## src/irs_pkg.sv

```systemverilog
// Shared types, constants and register codes for the image rotate sampler.
package irs_pkg;

  localparam int MaxSide  = 64;
  localparam int IdxW     = $clog2(MaxSide);
  localparam int AddrW    = 2 * IdxW;
  localparam int Depth    = MaxSide * MaxSide;
  localparam int CoordW   = 6;
  localparam int PixW     = 16;
  localparam int FactW    = 16;
  localparam int SideW    = 7;
  localparam int FracW    = 14;
  localparam int DiffW    = CoordW + 3;
  localparam int ProdW    = DiffW + FactW;
  localparam int QW       = ProdW + 2;
  localparam int CfgIdxW  = 2;
  localparam int CfgDataW = 16;
  localparam int QDepth   = 4;
  localparam int QPtrW    = $clog2(QDepth);

  typedef enum logic [CfgIdxW-1:0] {
    CfgCos    = 2'd0,
    CfgNegSin = 2'd1,
    CfgSide   = 2'd2,
    CfgFill   = 2'd3
  } cfg_reg_e;

  typedef enum logic {
    FuncWrite  = 1'b0,
    FuncSample = 1'b1
  } func_e;

  typedef struct packed {
    logic signed [FactW-1:0] cos_f;
    logic signed [FactW-1:0] nsin_f;
    logic [SideW-1:0]        side;
    logic [PixW-1:0]         fill;
  } cfg_t;

  typedef struct packed {
    logic             is_write;
    logic [AddrW-1:0] addr;
    logic [PixW-1:0]  pixel;
    logic             outside;
  } op_t;

endpackage

```

## src/irs_queue.sv

```systemverilog
// Small FIFO of classified operations between front and back.
module irs_queue (
  input  logic         clk_i,
  input  logic         rst_ni,
  input  logic         push_i,
  input  irs_pkg::op_t push_op_i,
  output logic         full_o,
  input  logic         pop_i,
  output logic         valid_o,
  output irs_pkg::op_t head_o
);
  import irs_pkg::*;

  op_t              slot_q [QDepth];
  logic [QPtrW-1:0] wr_ptr_q, rd_ptr_q;
  logic [QPtrW:0]   cnt_q;

  assign full_o  = (int'(cnt_q) == QDepth);
  assign valid_o = (cnt_q != '0);
  assign head_o  = slot_q[rd_ptr_q];

  always_ff @(posedge clk_i or negedge rst_ni) begin
    if (!rst_ni) begin
      wr_ptr_q <= '0;
      rd_ptr_q <= '0;
      cnt_q    <= '0;
    end else begin
      if (push_i) begin
        wr_ptr_q <= wr_ptr_q + 1'b1;
      end
      if (pop_i) begin
        rd_ptr_q <= rd_ptr_q + 1'b1;
      end
      if (push_i && !pop_i) begin
        cnt_q <= cnt_q + 1'b1;
      end else if (pop_i && !push_i) begin
        cnt_q <= cnt_q - 1'b1;
      end
    end
  end

  always_ff @(posedge clk_i) begin
    if (push_i) begin
      slot_q[wr_ptr_q] <= push_op_i;
    end
  end

endmodule

```

## config.mk

```make
export PLATFORM = sky130hd
export DESIGN_NAME = irs_queue
export DESIGN_NICKNAME = d
export VERILOG_FILES = /design/src/irs_pkg.sv /design/src/irs_queue.sv
export SDC_FILE = /design/constraint.sdc
export NUM_CORES = 1
export LEC_CHECK = 0
export ABC_AREA = 0
export BUFFER_PORTS_ARGS = -buffer_cell sky130_fd_sc_hd__buf_2
export CORE_UTILIZATION = 51
export DETAILED_ROUTE_END_ITERATION = 6
export HOLD_SLACK_MARGIN = 0.1
export PLACE_DENSITY = 0.75
export SLEW_MARGIN = 20
export SYNTH_ARGS = -nofsm -noshare
export SYNTH_HDL_FRONTEND = slang
export SYNTH_SLANG_ARGS = --single-unit
```

## constraint.sdc

```tcl
create_clock -name clk_i -period 1.9 [get_ports clk_i]
set_input_delay 0.095 -clock clk_i [delete_from_list [all_inputs] [get_ports clk_i]]
set_output_delay 0.095 -clock clk_i [all_outputs]
set_load 0.005 [all_outputs]
```

### Word-level counts from Yosys, hierarchy flattened

Memories as Yosys holds them, arrays and structs flattened.
Index checks and enable logic that the tools add are counted.

* RAM bits: 120
* latch bits: 0
* word-level logic and storage cells: 19
* flip-flop bits (word level): 7
* bits in read-only memories: 0
* bits of input ports: 34
* memories kept: 1

Memory list
* slot_q: words 4, bits a word 30, rd ports 1, clocked after Yosys merged registers in 0, write ports 1, RTL line irs_queue.sv:14 `op_t slot_q [QDepth];`

* bitwise gates (word level): 0
* reduce and logical (&&, ||, !) cells: 6
* multiplexer cells: 4
* add/subtract/negate cells: 4
* multipliers: 0
* eq/ne operators: 1
* shift operators: 0
* div/mod/pow operators: 0
* $lt $le $gt $ge: 0

Operator list (count)
* $mux 3: 2
* $add 2x1->2 const B: 2
* $add 3x1->3 const B: 1
* $eq 3x3->1 const B: 1
* $reduce_bool 3->1: 1
* $sub 3x1->3 const B: 1
* $logic_and 1x1->1: 2
* $logic_not 1->1: 2
* $mux 1: 2
* $reduce_bool 2->1: 1

### Depth between registers and ports, before layout

Gate-level depths: netlist of the first run.

* depth after elaboration: 4
* mapped depth: 7
* mapped depth without buffers: 7

### Worst setup path after synthesis of the first run

OpenSTA, ideal clock, no wires.

* kind: register to register
* from: register wr_ptr_q[0]
* to: memory slot_q[2][0] in the netlist's numbering (enable)
* data required time: 1510 ps
* library setup time: 390 ps
* arrival: 1365 ps
* cell stages (with the launch flop): 4
* path slack: 145 ps
* period minus slack after synthesis: 1755 ps
* buffers on the path: 0
* path through: dfrtp_1 -> inv_1 -> ha_1 -> and2_1

RTL lines
* start, declared: RTL line irs_queue.sv:15 `logic [QPtrW-1:0] wr_ptr_q, rd_ptr_q;`
* start signal, assigned: RTL line irs_queue.sv:29 `wr_ptr_q <= wr_ptr_q + 1'b1;`
* end, declared: RTL line irs_queue.sv:14

No word-level cell before the write port.

==> flow_metrics.tcl, run 1 <==
set metrics [dict create \
    outcome "finished, violations left" \
    violations "negative setup slack" \
    drive_gt1_share_pct 44.9 \
    cts_htree_levels 4 \
    pin_count 66 \
    initial_core_util_pct 53.6 \
    finClkSkew_ps 7.07 \
    num-fill-cells 524 \
    yosysMostFrequentCell "edfxtp_1" \
    setup_viol 16 \
    crit_required_ps 1800 \
    synth_common_cells "edfxtp_1, mux4_2, dfrtp_1" \
    post-route-min-period_ps 1930 \
    cts_tree "yes" \
    critPathKind "register to output port" \
    nets 359 \
    ant_nets 0 \
    crit_path_start "rd_ptr_q[0]$_DFFE_PN0P_" \
    synth_nets 231 \
    power_mw 9.71 \
    internal-power_mw 7.00 \
    multi_input_area_sq_um 886 \
    gp_congestion 0.713 \
    regArea_sq_um 3780 \
    numCtsBuffers 17 \
    worst_ir_drop_vdd_v 0.000828 \
    yosys.area_share.adder_pct 1.73 \
    hpwlAfterDp_microns 5020 \
    synth_mux_area_share_pct 14.6 \
    num_vias 2377 \
    pwr-share-comb_pct 28.8 \
    clockPowerShare_pct 31.3 \
    finalCoreUtilization_pct 71.0 \
    die_h_microns 98.7 \
    synth_area_sq_um 4760 \
    hold_viol 0 \
    drc 0 \
    initialDrtViolationCount 125 \
    arrival_ps 1840 \
    reg2reg_depth 4 \
    r2r_slack_ps 400 \
    grt_pass1_vias 2512 \
    drt-total-wl_microns 9020 \
    grt_antenna_before_repair 0 \
    tightest_slew_ps 324 \
    hp-class "primary input to register" \
    clk_pin_slew_ps 60 \
    portBuffers 65 \
    cp_max_fo 6 \
    synthXorXnorAreaFrac_pct 1.10 \
    synthFlopType "edfxtp_1" \
    die_x_microns 98.7 \
    switching_share_pct 27.9 \
    grt_max_degree 26 \
    clkSinkCount 127 \
    hold_depth 2 \
    vias_per_cell 5.40 \
    clk_latency_ps 510 \
    grt_first_pass_wirelength_microns 13200 \
    post_drt_wl_per_cell_microns 20.5 \
    drt_pre_antenna_iters 4 \
    synthArstFlopShare_pct 5.51 \
    synth_top_cell_by_area "edfxtp_1" \
    core_sq_um 8890 \
    cp-end-kind "output port" \
    cts_buffer_depth 2 \
    yosys.area.top_type_share_pct 75.6 \
    rsz0062_at_grt "true" \
    power_density_nw_per_um2 1540 \
    synth_seq_cells 127 \
    synth_compound_area_share_pct 0.105 \
    leakagePower_nw 2.30 \
    drv_slew 0 \
    max_slew_margin_pct 78.3 \
    row_count 34 \
    timing.fmax_mhz 518 \
    synth_edf_count 120 \
    synth_area_leaders "edfxtp_1, mux4_2, dfrtp_1" \
    seq_area_frac_synth_pct 79.3 \
    min-delay-start "push_op_i[14]" \
    syn_inst 191 \
    worst_slack_ps -30.3 \
    yosys.area_share.simple_pct 1.05 \
    cap_violations 0 \
    grt-ovfl-total 0 \
    num_antenna_cells 0 \
    ys_warn_count 0 \
    yosysUniqueCellTypes 19 \
    r2r_start "wr_ptr_q[1]$_DFFE_PN0P_" \
    syn_area_per_cell_sq_um 24.9 \
    p_seq_share_pct 39.9 \
    gr-usage-all-layers_pct 19.1 \
    syn2layout_area_growth_pct 32.5 \
    finalCritPeriodShare_pct 102 \
    cp-start-kind "register" \
    synth_top_family_by_area "multiplexers" \
    p_sw_mw 2.70 \
    die_area_sq_um 9730 \
    clock_tree.root_cell "clkbuf_8" \
]
==> layout by cell type (no fill, tap or decap), types with 2 or more instances in the layout <==
cell type and instances:
clkinv_4 4, xnor2_1 2, clkinvlp_4 2, buf_4 6, buf_6 3, buf_12 5, edfxtp_1 120, dlygate4sd3_1 34
xor2_1 4, buf_2 64, inv_8 2, clkbuf_16 19, ha_1 5, inv_6 5, and2_2 4, nand2_1 2
inv_1 4, dfrtp_1 6, mux4_2 29
==> cell families (layout without fill, tap and decap cells) <==
family	count (synthesis)	count (layout)
DFF	127	127
buffers and inverters	11	152
xor gates and xnor gates	6	6
muxes	31	31
adders and majority gates	6	6
and+or+nand+nor	9	9
AOI/OAI and AO/OA	1	1
==> layout make-up <==
cell class / instances / share of cell area, %
Sequential cell: 127 / 59.9
Timing Repair Buffer: 116 / 14.7
Multi-Input combinational cell: 53 / 14.0
Clock buffer: 17 / 6.56
Clock inverter: 15 / 2.40
Tap cell: 108 / 2.14
Inverter: 4 / 0.238
==> worst max-delay path, cell delays in order (launching register included) <==
cell	delay (ps)
dfrtp_2	390
buf_6	130
clkbuf_16	160
mux4_2	520
buf_6	130
==> layer usage <==
| metal | vias to the layer above | routed length (microns) | GRT usage, % |
|---|---|---|---|
| met2 | 84 | 4590 | 31.7 |
| met5 | - | 0 | 0 |
| met3 | 14 | 396 | 4.82 |
| met1 | 1223 | 3900 | 24.0 |
| met4 | 0 | 139 | 8.61 |
| li1 | 1056 | - | - |
==> path summary, 6_finish.rpt <==
path | end
max | head_o[17]
min | slot_q[0][14]$_DFFE_PP_
min in group asynchronous | wr_ptr_q[0]$_DFFE_PN0P_
min reg2reg | cnt_q[2]$_DFFE_PN0P_
max in group asynchronous | rd_ptr_q[0]$_DFFE_PN0P_
max reg2reg | slot_q[1][26]$_DFFE_PP_
==> power groups by stage <==
stage / combinational (mW) / sequential, mW / clock [mW]
floorplan: 1.59 / 3.85 / 0
global placement: 2.38 / 3.88 / 0
detailed placement: 2.41 / 3.92 / 0
CTS: 2.49 / 3.87 / 3.07
global route: 3.00 / 3.92 / 3.20
finish: 2.79 / 3.88 / 3.04
==> state kept, by name, indices dropped and copies added, names as in the netlist <==
| register | count |
|---|---|
| slot_q | 120 |
| cnt_q | 3 |
| rd_ptr_q | 2 |
| wr_ptr_q | 2 |
==> metrics by stage <==
step                      std cells  area [sq um]  TNS (ps)  hold slack [ps]  setup WS [ps]
after floorplan                 191          4760         0             -201            145
after global routing            440          6310     -1670              320          -89.2
after CTS                       433          6180      -442              313          -53.0
final                           440          6310      -235              333          -30.3
after global placement          367          5270         0            -60.2            467
after detailed placement        367          5270         0            -62.0            417
==> timing repair <==
action                                  CTS  global route
endpoints found under the setup margin   22            28
hold buffers                             34             0
cloned                                    0             4
buffers inserted                          0             3
pin swaps                                 0             0
endpoints found under the hold margin   132             0
gates resized for setup                   1             7
Note: power is estimated with default switching activity, not from simulation.
==> inputs of run 2 (changes only) <==
--- a/config.mk
+++ b/config.mk
@@ -15,3 +15,4 @@
 export SYNTH_ARGS = -nofsm -noshare
 export SYNTH_HDL_FRONTEND = slang
 export SYNTH_SLANG_ARGS = --single-unit
+export TNS_END_PERCENT = 5
==> run 2 against run 1 <==
The run still ends with negative setup slack left. Sequential share of layout area stayed put. Clock power about the same. Critical endpoint unchanged. Final cell count is the same. Total power about the same. Wire length grew 0.18%.
==> flow_metrics.tcl, run 2 (synthesis gave the netlist of run 1 again) <==
set metrics [dict create \
    outcome "finished, violations left" \
    violations "negative setup slack" \
    switching_share_pct 27.9 \
    clk_pin_slew_ps 60 \
    grt_antenna_before_repair 0 \
    vias_per_cell 5.40 \
    layout_common_cells "edfxtp_1, buf_2, dlygate4sd3_1, mux4_2, clkbuf_16" \
    power_density_nw_per_um2 1540 \
    min-delay-start "push_op_i[14]" \
    rsz0062_at_grt "true" \
    pre_cts_ws_ps 417 \
    cts_htree_levels 4 \
    dpl.cell_count 367 \
    tightest_slew_ps 328 \
    crit_required_ps 1800 \
    worst_ir_drop_vdd_v 0.000827 \
    cp-end-kind "output port" \
    grt_max_degree 26 \
    internal-power_mw 7.00 \
    grt_first_pass_wirelength_microns 13200 \
    die_area_sq_um 9730 \
    initialDrtViolationCount 125 \
    hpwlAfterDp_microns 5020 \
    die_h_microns 98.7 \
    largest_reg_flops 120 \
    arrival_ps 1840 \
    worst_slack_ps -30.2 \
    r2r_slack_ps 400 \
    num_vias 2376 \
    cp_max_fo 6 \
    pin_count 66 \
    portBuffers 65 \
    grt_pass1_vias 2512 \
    p_sw_mw 2.70 \
    cts_buffer_depth 2 \
    numCtsBuffers 17 \
    cts_tree "yes" \
    finalCritPeriodShare_pct 102 \
    mostFrequentLayoutCell "edfxtp_1" \
    cp-start-kind "register" \
    crit_path_start "rd_ptr_q[0]$_DFFE_PN0P_" \
    drc 0 \
    hp-class "primary input to register" \
    syn2layout_area_growth_pct 32.5 \
    clock_tree.root_cell "clkbuf_8" \
    pwr-share-comb_pct 28.8 \
    critical_path.top_delay_family "multiplexers" \
    num-fill-cells 524 \
    nets 359 \
    hold_viol 0 \
    finClkSkew_ps 10.1 \
    clockPowerShare_pct 31.3 \
    critPathMaxStageDelay_ps 520 \
    clk_latency_ps 510 \
    instances_no_fill 440 \
    post_drt_wl_per_cell_microns 20.5 \
    drt_pre_antenna_iters 4 \
    drt-total-wl_microns 9030 \
    post-route-min-period_ps 1930 \
    cp_cell_sequence "buf_6 > clkbuf_16 > mux4_2 > buf_6" \
    row_count 34 \
    drive_gt1_share_pct 44.9 \
    ant_nets 0 \
    num_antenna_cells 0 \
    core_sq_um 8890 \
    cpMaxStageDelayCell "mux4_2" \
    setup_viol 15 \
    initial_core_util_pct 53.6 \
    leakagePower_nw 2.30 \
    cap_violations 0 \
    grt-ovfl-total 0 \
    die_x_microns 98.7 \
    timing.fmax_mhz 518 \
    top_register "slot_q" \
    p_seq_share_pct 39.9 \
    gp_congestion 0.713 \
    drv_slew 0 \
    path_buf_inv 3 \
    r2r_start "wr_ptr_q[1]$_DFFE_PN0P_" \
    cpMostUsedCell "buf_6" \
    max_slew_margin_pct 78.1 \
    gr-usage-all-layers_pct 19.1 \
    largestRegisters "slot_q (120), cnt_q (3)" \
    critPathKind "register to output port" \
    clkSinkCount 127 \
]
[run 2: routing by layer]
metal	GRT usage, %	vias to the layer above	wire length [microns]
li1	-	1056	-
met1	24.0	1224	3890
met2	31.7	83	4590
met3	4.82	13	423
met4	8.61	0	133
met5	0	-	0
[run 2: final cells by class]
class                      count  area (sq um)  area share, %
clock buffer                  17           414           6.56
clock inverter                15           151           2.40
inverter                       4          15.0          0.238
multi-input combinational     53           886           14.0
sequential                   127          3780           59.9
tap                          108           135           2.14
timing repair buffer         116           930           14.7
[run 2: final timing paths]
path                                            to  cells past startpoint
min reg2reg                   cnt_q[2]$_DFFE_PN0P_                      1
min in group asynchronous  wr_ptr_q[0]$_DFFE_PN0P_                      3
max                                     head_o[17]                      4
max reg2reg                slot_q[1][26]$_DFFE_PP_                      4
max in group asynchronous  rd_ptr_q[0]$_DFFE_PN0P_                      3
min                        slot_q[0][14]$_DFFE_PP_                      2
[run 2: repair_timing]
action                                  in CTS  in global routing
gates cloned                                 0                  4
setup buffers                                0                  3
resized for setup                            1                  7
endpoints found under the hold margin      132                  0
endpoints found under the setup margin      22                 28
hold buffers                                34                  0
[run 2: stage by stage]
stage	total power, mW	cell area [sq um]	hold WS [ps]	TNS [ps]	utilization [%]
floorplan	5.44	4760	-201	0	-
CTS	9.43	6180	313	-442	69.5
global placement	6.25	5270	-60.2	0	59.3
detailed placement	6.33	5270	-62.0	0	59.3
global route	10.1	6310	320	-1670	71.0
finish	9.71	6310	331	-228	71.0
[run 2: power by group through the flow]
| stage | logic (mW) | clock network [mW] | registers (mW) |
|---|---|---|---|
| 2_1_floorplan | 1.59 | 0 | 3.85 |
| 3_3_place_gp | 2.38 | 0 | 3.88 |
| 3_5_place_dp | 2.41 | 0 | 3.92 |
| 4_1_cts | 2.49 | 3.07 | 3.87 |
| 5_1_grt | 3.00 | 3.20 | 3.92 |
| 6_report | 2.79 | 3.04 | 3.88 |
