--- config.mk ---
export PLATFORM = sky130hd
export DESIGN_NAME = irs_front
export DESIGN_NICKNAME = d
export VERILOG_FILES = /design/src/irs_pkg.sv /design/src/irs_front.sv
export SDC_FILE = /design/constraint.sdc
export NUM_CORES = 2
export LEC_CHECK = 0
export ABC_AREA = 1
export BUFFER_PORTS_ARGS = -buffer_cell sky130_fd_sc_hd__buf_4
export CORE_MARGIN = 4
export CORE_UTILIZATION = 59
export CTS_BUF_LIST = sky130_fd_sc_hd__clkbuf_16
export DETAILED_ROUTE_END_ITERATION = 6
export PLACE_DENSITY_LB_ADDON = 0.25
export RECOVER_POWER = 100
export SETUP_SLACK_MARGIN = 0.4
export SLEW_MARGIN = 5
export SYNTH_ARGS = -nofsm -noshare
export SYNTH_HDL_FRONTEND = slang
export SYNTH_SLANG_ARGS = --single-unit
--- constraint.sdc ---
create_clock -name clk_i -period 18.5 [get_ports clk_i]
set_input_delay 5.55 -clock clk_i [delete_from_list [all_inputs] [get_ports clk_i]]
set_output_delay 5.55 -clock clk_i [all_outputs]
set_load 0.005 [all_outputs]
--- src/irs_pkg.sv ---
// Shared types, constants and register codes for the image rotate sampler.
package irs_pkg;

  localparam int MaxSide  = 64;
  localparam int IdxW     = $clog2(MaxSide);
  localparam int AddrW    = 2 * IdxW;
  localparam int Depth    = MaxSide * MaxSide;
  localparam int CoordW   = 6;
  localparam int PixW     = 16;
  localparam int FactW    = 16;
  localparam int SideW    = 7;
  localparam int FracW    = 14;
  localparam int DiffW    = CoordW + 3;
  localparam int ProdW    = DiffW + FactW;
  localparam int QW       = ProdW + 2;
  localparam int CfgIdxW  = 2;
  localparam int CfgDataW = 16;
  localparam int QDepth   = 4;
  localparam int QPtrW    = $clog2(QDepth);

  typedef enum logic [CfgIdxW-1:0] {
    CfgCos    = 2'd0,
    CfgNegSin = 2'd1,
    CfgSide   = 2'd2,
    CfgFill   = 2'd3
  } cfg_reg_e;

  typedef enum logic {
    FuncWrite  = 1'b0,
    FuncSample = 1'b1
  } func_e;

  typedef struct packed {
    logic signed [FactW-1:0] cos_f;
    logic signed [FactW-1:0] nsin_f;
    logic [SideW-1:0]        side;
    logic [PixW-1:0]         fill;
  } cfg_t;

  typedef struct packed {
    logic             is_write;
    logic [AddrW-1:0] addr;
    logic [PixW-1:0]  pixel;
    logic             outside;
  } op_t;

endpackage

--- src/irs_front.sv ---
// Front end: accepts transactions, computes rotated source address, classifies.
module irs_front (
  input  logic                      clk_i,
  input  logic                      rst_ni,
  input  irs_pkg::cfg_t             cfg_i,
  input  logic                      in_valid_i,
  output logic                      in_ready_o,
  input  logic                      func_i,
  input  logic [irs_pkg::CoordW-1:0] coord_row_i,
  input  logic [irs_pkg::CoordW-1:0] coord_col_i,
  input  logic [irs_pkg::PixW-1:0]  pixel_in_i,
  output logic                      push_o,
  output irs_pkg::op_t              push_op_o,
  input  logic                      q_full_i
);
  import irs_pkg::*;

  logic [SideW-1:0]        side_eff;
  logic signed [DiffW-1:0] du, dv;
  logic signed [ProdW-1:0] p_us, p_uc, p_vc, p_vs;

  logic                    s1_valid_q;
  logic                    s1_write_q;
  logic [CoordW-1:0]       s1_row_q, s1_col_q;
  logic [PixW-1:0]         s1_pix_q;
  logic signed [ProdW-1:0] s1_us_q, s1_uc_q, s1_vc_q, s1_vs_q;

  logic signed [QW-1:0]    base, qx, qy;
  logic                    ok_x, ok_y, wr_ok, drop, advance, accept;
  logic [IdxW-1:0]         src_col, src_row;

  assign side_eff = (int'(cfg_i.side) > MaxSide) ? SideW'(MaxSide) : cfg_i.side;

  assign du = $signed({2'b00, coord_row_i, 1'b0}) - $signed({2'b00, side_eff});
  assign dv = $signed({2'b00, coord_col_i, 1'b0}) - $signed({2'b00, side_eff});

  assign p_us = du * cfg_i.nsin_f;
  assign p_uc = du * cfg_i.cos_f;
  assign p_vc = dv * cfg_i.cos_f;
  assign p_vs = dv * cfg_i.nsin_f;

  assign accept     = in_valid_i && in_ready_o;
  assign in_ready_o = !s1_valid_q || advance;

  always_ff @(posedge clk_i or negedge rst_ni) begin
    if (!rst_ni) begin
      s1_valid_q <= 1'b0;
    end else if (accept) begin
      s1_valid_q <= 1'b1;
    end else if (advance) begin
      s1_valid_q <= 1'b0;
    end
  end

  always_ff @(posedge clk_i) begin
    if (accept) begin
      s1_write_q <= (func_e'(func_i) == FuncWrite);
      s1_row_q   <= coord_row_i;
      s1_col_q   <= coord_col_i;
      s1_pix_q   <= pixel_in_i;
      s1_us_q    <= p_us;
      s1_uc_q    <= p_uc;
      s1_vc_q    <= p_vc;
      s1_vs_q    <= p_vs;
    end
  end

  // Source position scaled by 2^15, centered on side/2.
  assign base = $signed({{(QW-SideW-FracW){1'b0}}, side_eff, {FracW{1'b0}}});
  assign qx   = base + QW'(s1_us_q) + QW'(s1_vc_q);
  assign qy   = base + QW'(s1_uc_q) - QW'(s1_vs_q);

  // Truncation toward zero: (-1,0) maps to column/row zero.
  always_comb begin
    if (qx[QW-1]) begin
      ok_x    = (qx > -$signed(QW'(32768))) && (side_eff != '0);
      src_col = '0;
    end else begin
      ok_x    = qx[QW-2:15] < (QW-16)'(side_eff);
      src_col = qx[15 +: IdxW];
    end
    if (qy[QW-1]) begin
      ok_y    = (qy > -$signed(QW'(32768))) && (side_eff != '0);
      src_row = '0;
    end else begin
      ok_y    = qy[QW-2:15] < (QW-16)'(side_eff);
      src_row = qy[15 +: IdxW];
    end
  end

  assign wr_ok = (int'(s1_row_q) < MaxSide) && (int'(s1_col_q) < MaxSide);
  assign drop  = s1_valid_q && s1_write_q && !wr_ok;
  assign push_o  = s1_valid_q && !drop && !q_full_i;
  assign advance = push_o || drop;

  always_comb begin
    push_op_o.is_write = s1_write_q;
    push_op_o.pixel    = s1_pix_q;
    if (s1_write_q) begin
      push_op_o.addr    = {s1_row_q[IdxW-1:0], s1_col_q[IdxW-1:0]};
      push_op_o.outside = 1'b0;
    end else begin
      push_op_o.addr    = {src_row, src_col};
      push_op_o.outside = !(ok_x && ok_y);
    end
  end

endmodule

== Yosys cells after proc, flatten, opt, wreduce, memory -nomap -nowiden ==
Index checks and enable logic that the tools add are counted.
Word-level totals
  output and inout port bits: 32
  input bits: 88
  ROM bits: 0
  memory bits (writable): 0
  memories: 0
  flip-flop bits (word level): 126
  bits in latches: 0
Cells by class
  bitwise logic cells: 1
  shift-type cells: 0
  div/mod/pow operators: 0
  add/sub/neg operators: 6
  reduce and logical (&&, ||, !) cells: 11
  $mul: 4
  $lt $le $gt $ge: 5
  eq/ne operators: 0
  multiplexer cells: 9
Operators by type and width (number)
  8-bit by 16-bit multiplier with 24-bit output: 4
  27-bit by 16-bit greater-than comparator with 1-bit output (second input constant): 2
  22-bit by 24-bit adder with 25-bit output: 2
  25-bit by 24-bit adder with 26-bit output: 1
  25-bit by 24-bit subtractor with 26-bit output: 1
  11-bit by 7-bit less-than comparator with 1-bit output: 2
  7-bit by 7-bit subtractor with 8-bit output: 2
  12-bit 2-to-1 mux: 1
  6-bit 2-to-1 mux: 2
  7-bit greater-than comparator (second input constant): 1
  7-bit 2-to-1 mux: 1
  7-bit nonzero test: 1
  1-bit logical AND: 5
  1-bit 2-to-1 mux: 5
  1-bit logical NOT: 3
  2-bit nonzero test: 1
  1-bit logical OR: 1
  1-bit NOT: 1

== Longest topological paths before layout ==
  depth in word-level cells: 10
  gate-level depth with buffers: 37

== Worst setup path after synthesis ==
Ideal clock, no wire load.
  kind: input -> output
  start: in cfg_i[22] (netlist bit)
  end: out push_op_o[0] (netlist bit)
  path slack: 4.523 ns
  cell stages on the path: 22
  path buffers: 2
  data arrival time: 8.427 ns
  data required time: 12.950 ns
  cell sequence: inv_2 -> nand2_2 -> buf_2 -> buf_1 -> fa_1 -> inv_1 -> ha_1 -> nand2_1 -> nor2_1 -> inv_1 -> nor2_1 -> nand4_1 -> nand4_1 -> nand2_1 -> ha_1 -> a21oi_1 -> o21a_1 -> nand2_1 -> nor2_1 -> nand3_1 -> o21ai_1 -> a21oi_1
RTL lines
  from (decl): RTL line irs_front.sv:5  | input irs_pkg::cfg_t cfg_i,
  to (decl): RTL line irs_front.sv:13  | output irs_pkg::op_t push_op_o,

==> report_table.html <==
<table>
<tr><th>Metric</th><th>Value</th></tr>
<tr><th colspan="2">Logic synthesis</th></tr>
<tr><td>Post-Synth Adder-Cell Area</td><td>a little under half</td></tr>
<tr><td>Cells after synthesis</td><td>3,329</td></tr>
<tr><td>Area fraction in and, or, nand and nor cells after synthesis</td><td>a little under a fifth</td></tr>
<tr><td>Flop and latch count out of synthesis</td><td>124</td></tr>
<tr><td>Largest family of logic cells by synthesized area</td><td>adder cells</td></tr>
<tr><td>Net count of the mapped netlist</td><td>approximately 4,100</td></tr>
<tr><td>Number of enable-type register cells in the synthesized netlist</td><td>between 100 and 150</td></tr>
<tr><td>Proportion of register bits with asynchronous set or reset after synthesis</td><td>less than 1%</td></tr>
<tr><td>Sequential share of the synthesized area</td><td>14.0%</td></tr>
<tr><td>Post-synthesis cell area</td><td>about 27,000 um^2</td></tr>
<tr><td>Cell variety after synth</td><td>between 40 and 50</td></tr>
<tr><td>Xor/xnor share of the synthesized area</td><td>between 3 and 4%</td></tr>
<tr><td>Multiplexer share of the synthesized area</td><td>0%</td></tr>
<tr><td>Most common flop cell mapped by yosys</td><td>edfxtp_1</td></tr>
<tr><td>Mapped Avg Cell Area</td><td>8.00 um^2</td></tr>
<tr><td>Synth Area in Compound Gates</td><td>5.35%</td></tr>
<tr><td>Yosys warning total</td><td>0</td></tr>
<tr><th colspan="2">Placement</th></tr>
<tr><td>Routability congestion estimate from global placement</td><td>approximately 0.95</td></tr>
<tr><td>Total half-perimeter wirelength after legalization and detailed placement</td><td>61,900 um</td></tr>
<tr><td>Input/output buffers</td><td>between 100 and 150</td></tr>
<tr><th colspan="2">CTS</th></tr>
<tr><td>Number of buffers added by the clock tree synthesis step</td><td>17</td></tr>
<tr><td>Post-CTS clock slew at the launch and capture registers of the worst setup and hold paths</td><td>0.06 ns</td></tr>
<tr><td>CTS tree</td><td>yes</td></tr>
<tr><td>Cell at the root of the clock tree</td><td>clkbuf_16</td></tr>
<tr><td>Post-CTS Setup Bufs</td><td>0</td></tr>
<tr><td>H-tree depth</td><td>4</td></tr>
<tr><td>Deepest clock path buffer count</td><td>2</td></tr>
<tr><td>Clock latency on the worst-skew pair</td><td>~0.45 ns</td></tr>
<tr><td>Hold bufs inserted after CTS</td><td>0</td></tr>
<tr><td>Resized Gates After CTS</td><td>0</td></tr>
<tr><td>Sink Count</td><td>about 120</td></tr>
<tr><th colspan="2">Floorplanning</th></tr>
<tr><td>Top-level I/O count</td><td>120</td></tr>
<tr><td>Core ar.</td><td>about 44,000 um^2</td></tr>
<tr><td>Height of the die</td><td>about 220 um</td></tr>
<tr><td>Row count</td><td>77</td></tr>
<tr><td>Effective utilization at floorplan</td><td>roughly 60%</td></tr>
<tr><td>Die Width</td><td>roughly 220 um</td></tr>
<tr><td>Total die area</td><td>between 40,000 and 50,000 um^2</td></tr>
<tr><th colspan="2">STA</th></tr>
<tr><td>Unrepaired setup endpoints after global routing</td><td>no</td></tr>
<tr><td>Final Setup Violations</td><td>0</td></tr>
<tr><td>Slew Limit Fails</td><td>between 200 and 250</td></tr>
<tr><td>Maximum achievable frequency</td><td>roughly 63 MHz</td></tr>
<tr><td>Final-report hold violation count</td><td>0</td></tr>
<tr><td>Worst hold slack</td><td>approximately 0.6 ns</td></tr>
<tr><td>Worst slew margin</td><td>-145%</td></tr>
<tr><td>Period minus WS final</td><td>roughly 16 ns</td></tr>
<tr><td>Tightest Pin Transition</td><td>roughly 3.7 ns</td></tr>
<tr><td>Final period util</td><td>between 80% and 90%</td></tr>
<tr><td>TNS Setup</td><td>0 ns</td></tr>
<tr><td>Clk_skew</td><td>0.0124 ns</td></tr>
<tr><th colspan="2">Drt</th></tr>
<tr><td>Total via count after detailed routing</td><td>~22,000</td></tr>
<tr><td>Detailed-route wire length per cell</td><td>approximately 18 um</td></tr>
<tr><td>Number of antenna-violating nets in the routed design</td><td>0</td></tr>
<tr><td>Total Routed Length</td><td>between 70,000 and 80,000 um</td></tr>
<tr><td>Vias per std cell</td><td>~5.5</td></tr>
<tr><td>Number of DRC markers after the initial detailed-route iteration</td><td>about 1,800</td></tr>
<tr><td>Detailed-router iteration count before antenna repair</td><td>6</td></tr>
<tr><td>Number of design rule violations left after detail routing</td><td>0</td></tr>
<tr><th colspan="2">GRT</th></tr>
<tr><td>Met1 global-route usage</td><td>approximately two fifths</td></tr>
<tr><td>GRT Residual Overflow</td><td>0</td></tr>
<tr><td>Number of antenna violations at the first check in global routing</td><td>6</td></tr>
<tr><td>Via count of the first global-routing pass</td><td>between 20,000 and 25,000</td></tr>
<tr><td>Met2 usage in global routing</td><td>49.3%</td></tr>
<tr><td>Most used routing layer</td><td>met2</td></tr>
<tr><td>Wire length of the first global-routing pass</td><td>between 100,000 and 150,000 um</td></tr>
<tr><td>Grt met3 use</td><td>under 10%</td></tr>
<tr><td>Maximum number of pins on one net before global-route repair</td><td>71</td></tr>
<tr><td>Global routing usage summed across all routing layers</td><td>between 30% and 40%</td></tr>
<tr><th colspan="2">Setup path</th></tr>
<tr><td>Critical path peak fanout</td><td>7</td></tr>
<tr><td>Data required, critical path</td><td>between 10 and 15 ns</td></tr>
<tr><td>Crit Path Category</td><td>in2out</td></tr>
<tr><td>Data arrival time at the worst-slack endpoint</td><td>between 10 and 15 ns</td></tr>
<tr><td>Startpoint type of the worst setup path</td><td>primary input</td></tr>
<tr><td>Endpoint type of the worst setup path</td><td>output port</td></tr>
<tr><th colspan="2">Finish</th></tr>
<tr><td>Number of inserted filler cells in the final layout</td><td>approximately 3,900</td></tr>
<tr><td>Most frequent standard cell in the layout excluding fill and tap cells</td><td>inv_1</td></tr>
<tr><td>Share of post-route cells with drive strength above 1</td><td>between 4 and 5%</td></tr>
<tr><td>Net count, final</td><td>between 4,000 and 5,000</td></tr>
<tr><td>Commonest cells after routing, fill and taps aside</td><td>inv_1 (839), nand2_1 (623), fa_1 (430), nor2_1 (426), ha_1 (286)</td></tr>
<tr><td>Growth of design area from synthesis to finish</td><td>7.22%</td></tr>
<tr><th colspan="2">Worst hold path</th></tr>
<tr><td>Path category of the worst min-delay check</td><td>reg2reg</td></tr>
<tr><th colspan="2">Flow run</th></tr>
<tr><td>Max_cap viols</td><td>5</td></tr>
<tr><th colspan="2">Run status</th></tr>
<tr><td>Failing checks</td><td>max-capacitance violations, max-slew violations</td></tr>
<tr><td>Status</td><td>complete, but fails checks</td></tr>
</table>
final timing paths:
kind | startpoint | to | slack [ns] | depth (start not counted)
setup / recovery | cfg_i[22] | push_op_o[0] | 2.51 | 24
hold / removal | s1_valid_q$_DFFE_PN0P_ | s1_valid_q$_DFFE_PN0P_ | 0.59 | 2
setup reg to reg | s1_valid_q$_DFFE_PN0P_ | s1_vs_q[11]$_DFFE_PP_ | 12.57 | 3
hold reg to reg | s1_valid_q$_DFFE_PN0P_ | s1_valid_q$_DFFE_PN0P_ | 0.59 | 2
max in group asynchronous | rst_ni | s1_valid_q$_DFFE_PN0P_ | 13.52 | 1
min in group asynchronous | rst_ni | s1_valid_q$_DFFE_PN0P_ | 4.90 | 1
state kept, by name (all words and copies together) (netlist names):
signal and flops:
s1_uc_q 24, s1_col_q 6, s1_pix_q 16, s1_write_q 1, s1_valid_q 1, s1_row_q 6
s1_vc_q 23, s1_us_q 24, s1_vs_q 23
Yosys cell counts (2+ instances only):
master    number  area [um^2]
buf_6          3         33.8
buf_1          5         18.8
a21oi_2        2         17.5
nand2_1      621         2330
nand3_1       99          495
xor2_1        72          631
inv_1        837         3140
o21ai_0       42          210
or2_2          4         25.0
and2_1         4         25.0
clkinv_1      11         41.3
o21ai_1        7         35.0
edfxtp_1     123         3690
ha_1         286         3580
o21bai_1      14          105
fa_1         430         8610
xnor2_1       35          307
a211oi_1       2         15.0
nand4_1       25          156
nand3b_1       7         52.6
o211ai_1       8         60.1
o31ai_1        9         67.6
nor2_2         2         12.5
nor2_1       426         1600
a22o_1         2         17.5
nor4_1         6         37.5
a31o_2         2         17.5
a21o_1        10         75.1
a31oi_1       12         75.1
a21boi_0       3         22.5
inv_2          3         11.3
a21oi_1      125          626
o21a_1         3         22.5
or2_1          2         12.5
nand2_2        2         12.5
nor3_1        17         85.1
buf_2         12         60.1
buf_4          3         22.5
clkbuf_1      44          165
kinds of logic after synthesis:
group / after synthesis
AO/OA/AOI/OAI: 247
XOR/XNOR: 107
adder cells (fa/ha/maj): 716
buffers and inverters: 919
flip-flops: 124
AND/OR/NAND/NOR: 1216
final cells by class:
type | count | area, um^2 | area share [%]
Multi-Input combinational cell | 2286 | 19400 | 68.0
Sequential cell | 124 | 3720 | 13.0
Inverter | 851 | 3190 | 11.2
Timing Repair Buffer | 128 | 871 | 3.05
Tap cell | 592 | 741 | 2.60
Clock buffer | 17 | 425 | 1.49
Clock inverter | 15 | 185 | 0.649
Antenna cell | 1 | 2.50 | 0.00877
per-stage QoR:
step           area, um^2  cells  setup slack, ns  util, %
4_1_cts             28600   4013             3.31     64.5
2_1_floorplan       26600   3329             4.52        -
5_1_grt             28500   4014             2.32     64.3
3_3_place_gp        28000   3981             3.33     63.1
3_5_place_dp        28000   3981             3.33     63.1
6_report            28500   4014             2.51     64.3
routing by layer:
layer	vias up	share of wire [%]	wire, um
met5	-	0.10	75
met4	8	5.4	3980
met3	189	9.5	7020
met2	909	45	33100
met1	10800	40	29700
li1	10200	-	-
worst max-delay path, stage by stage:
cell      delay [ns]
clkbuf_1        0.29
inv_1           0.38
nand2_1         0.15
clkbuf_1        0.83
fa_1            0.56
inv_1           0.06
ha_1            0.27
nand2_1         0.10
inv_1           0.06
nand2_1         0.07
nand2_1         0.08
a21oi_1         0.28
nand3_1         0.11
nand2_1         0.07
nand2_1         0.08
ha_1            0.30
a21oi_1         0.15
o21a_1          0.14
nand2_1         0.05
nor2_1          0.10
nand3_1         0.06
o21ai_1         0.38
a21oi_1         0.15
buf_4           0.16
Power is not shown: default switching activity piles up to over one toggle a cycle in this logic, so the estimate is an artifact.
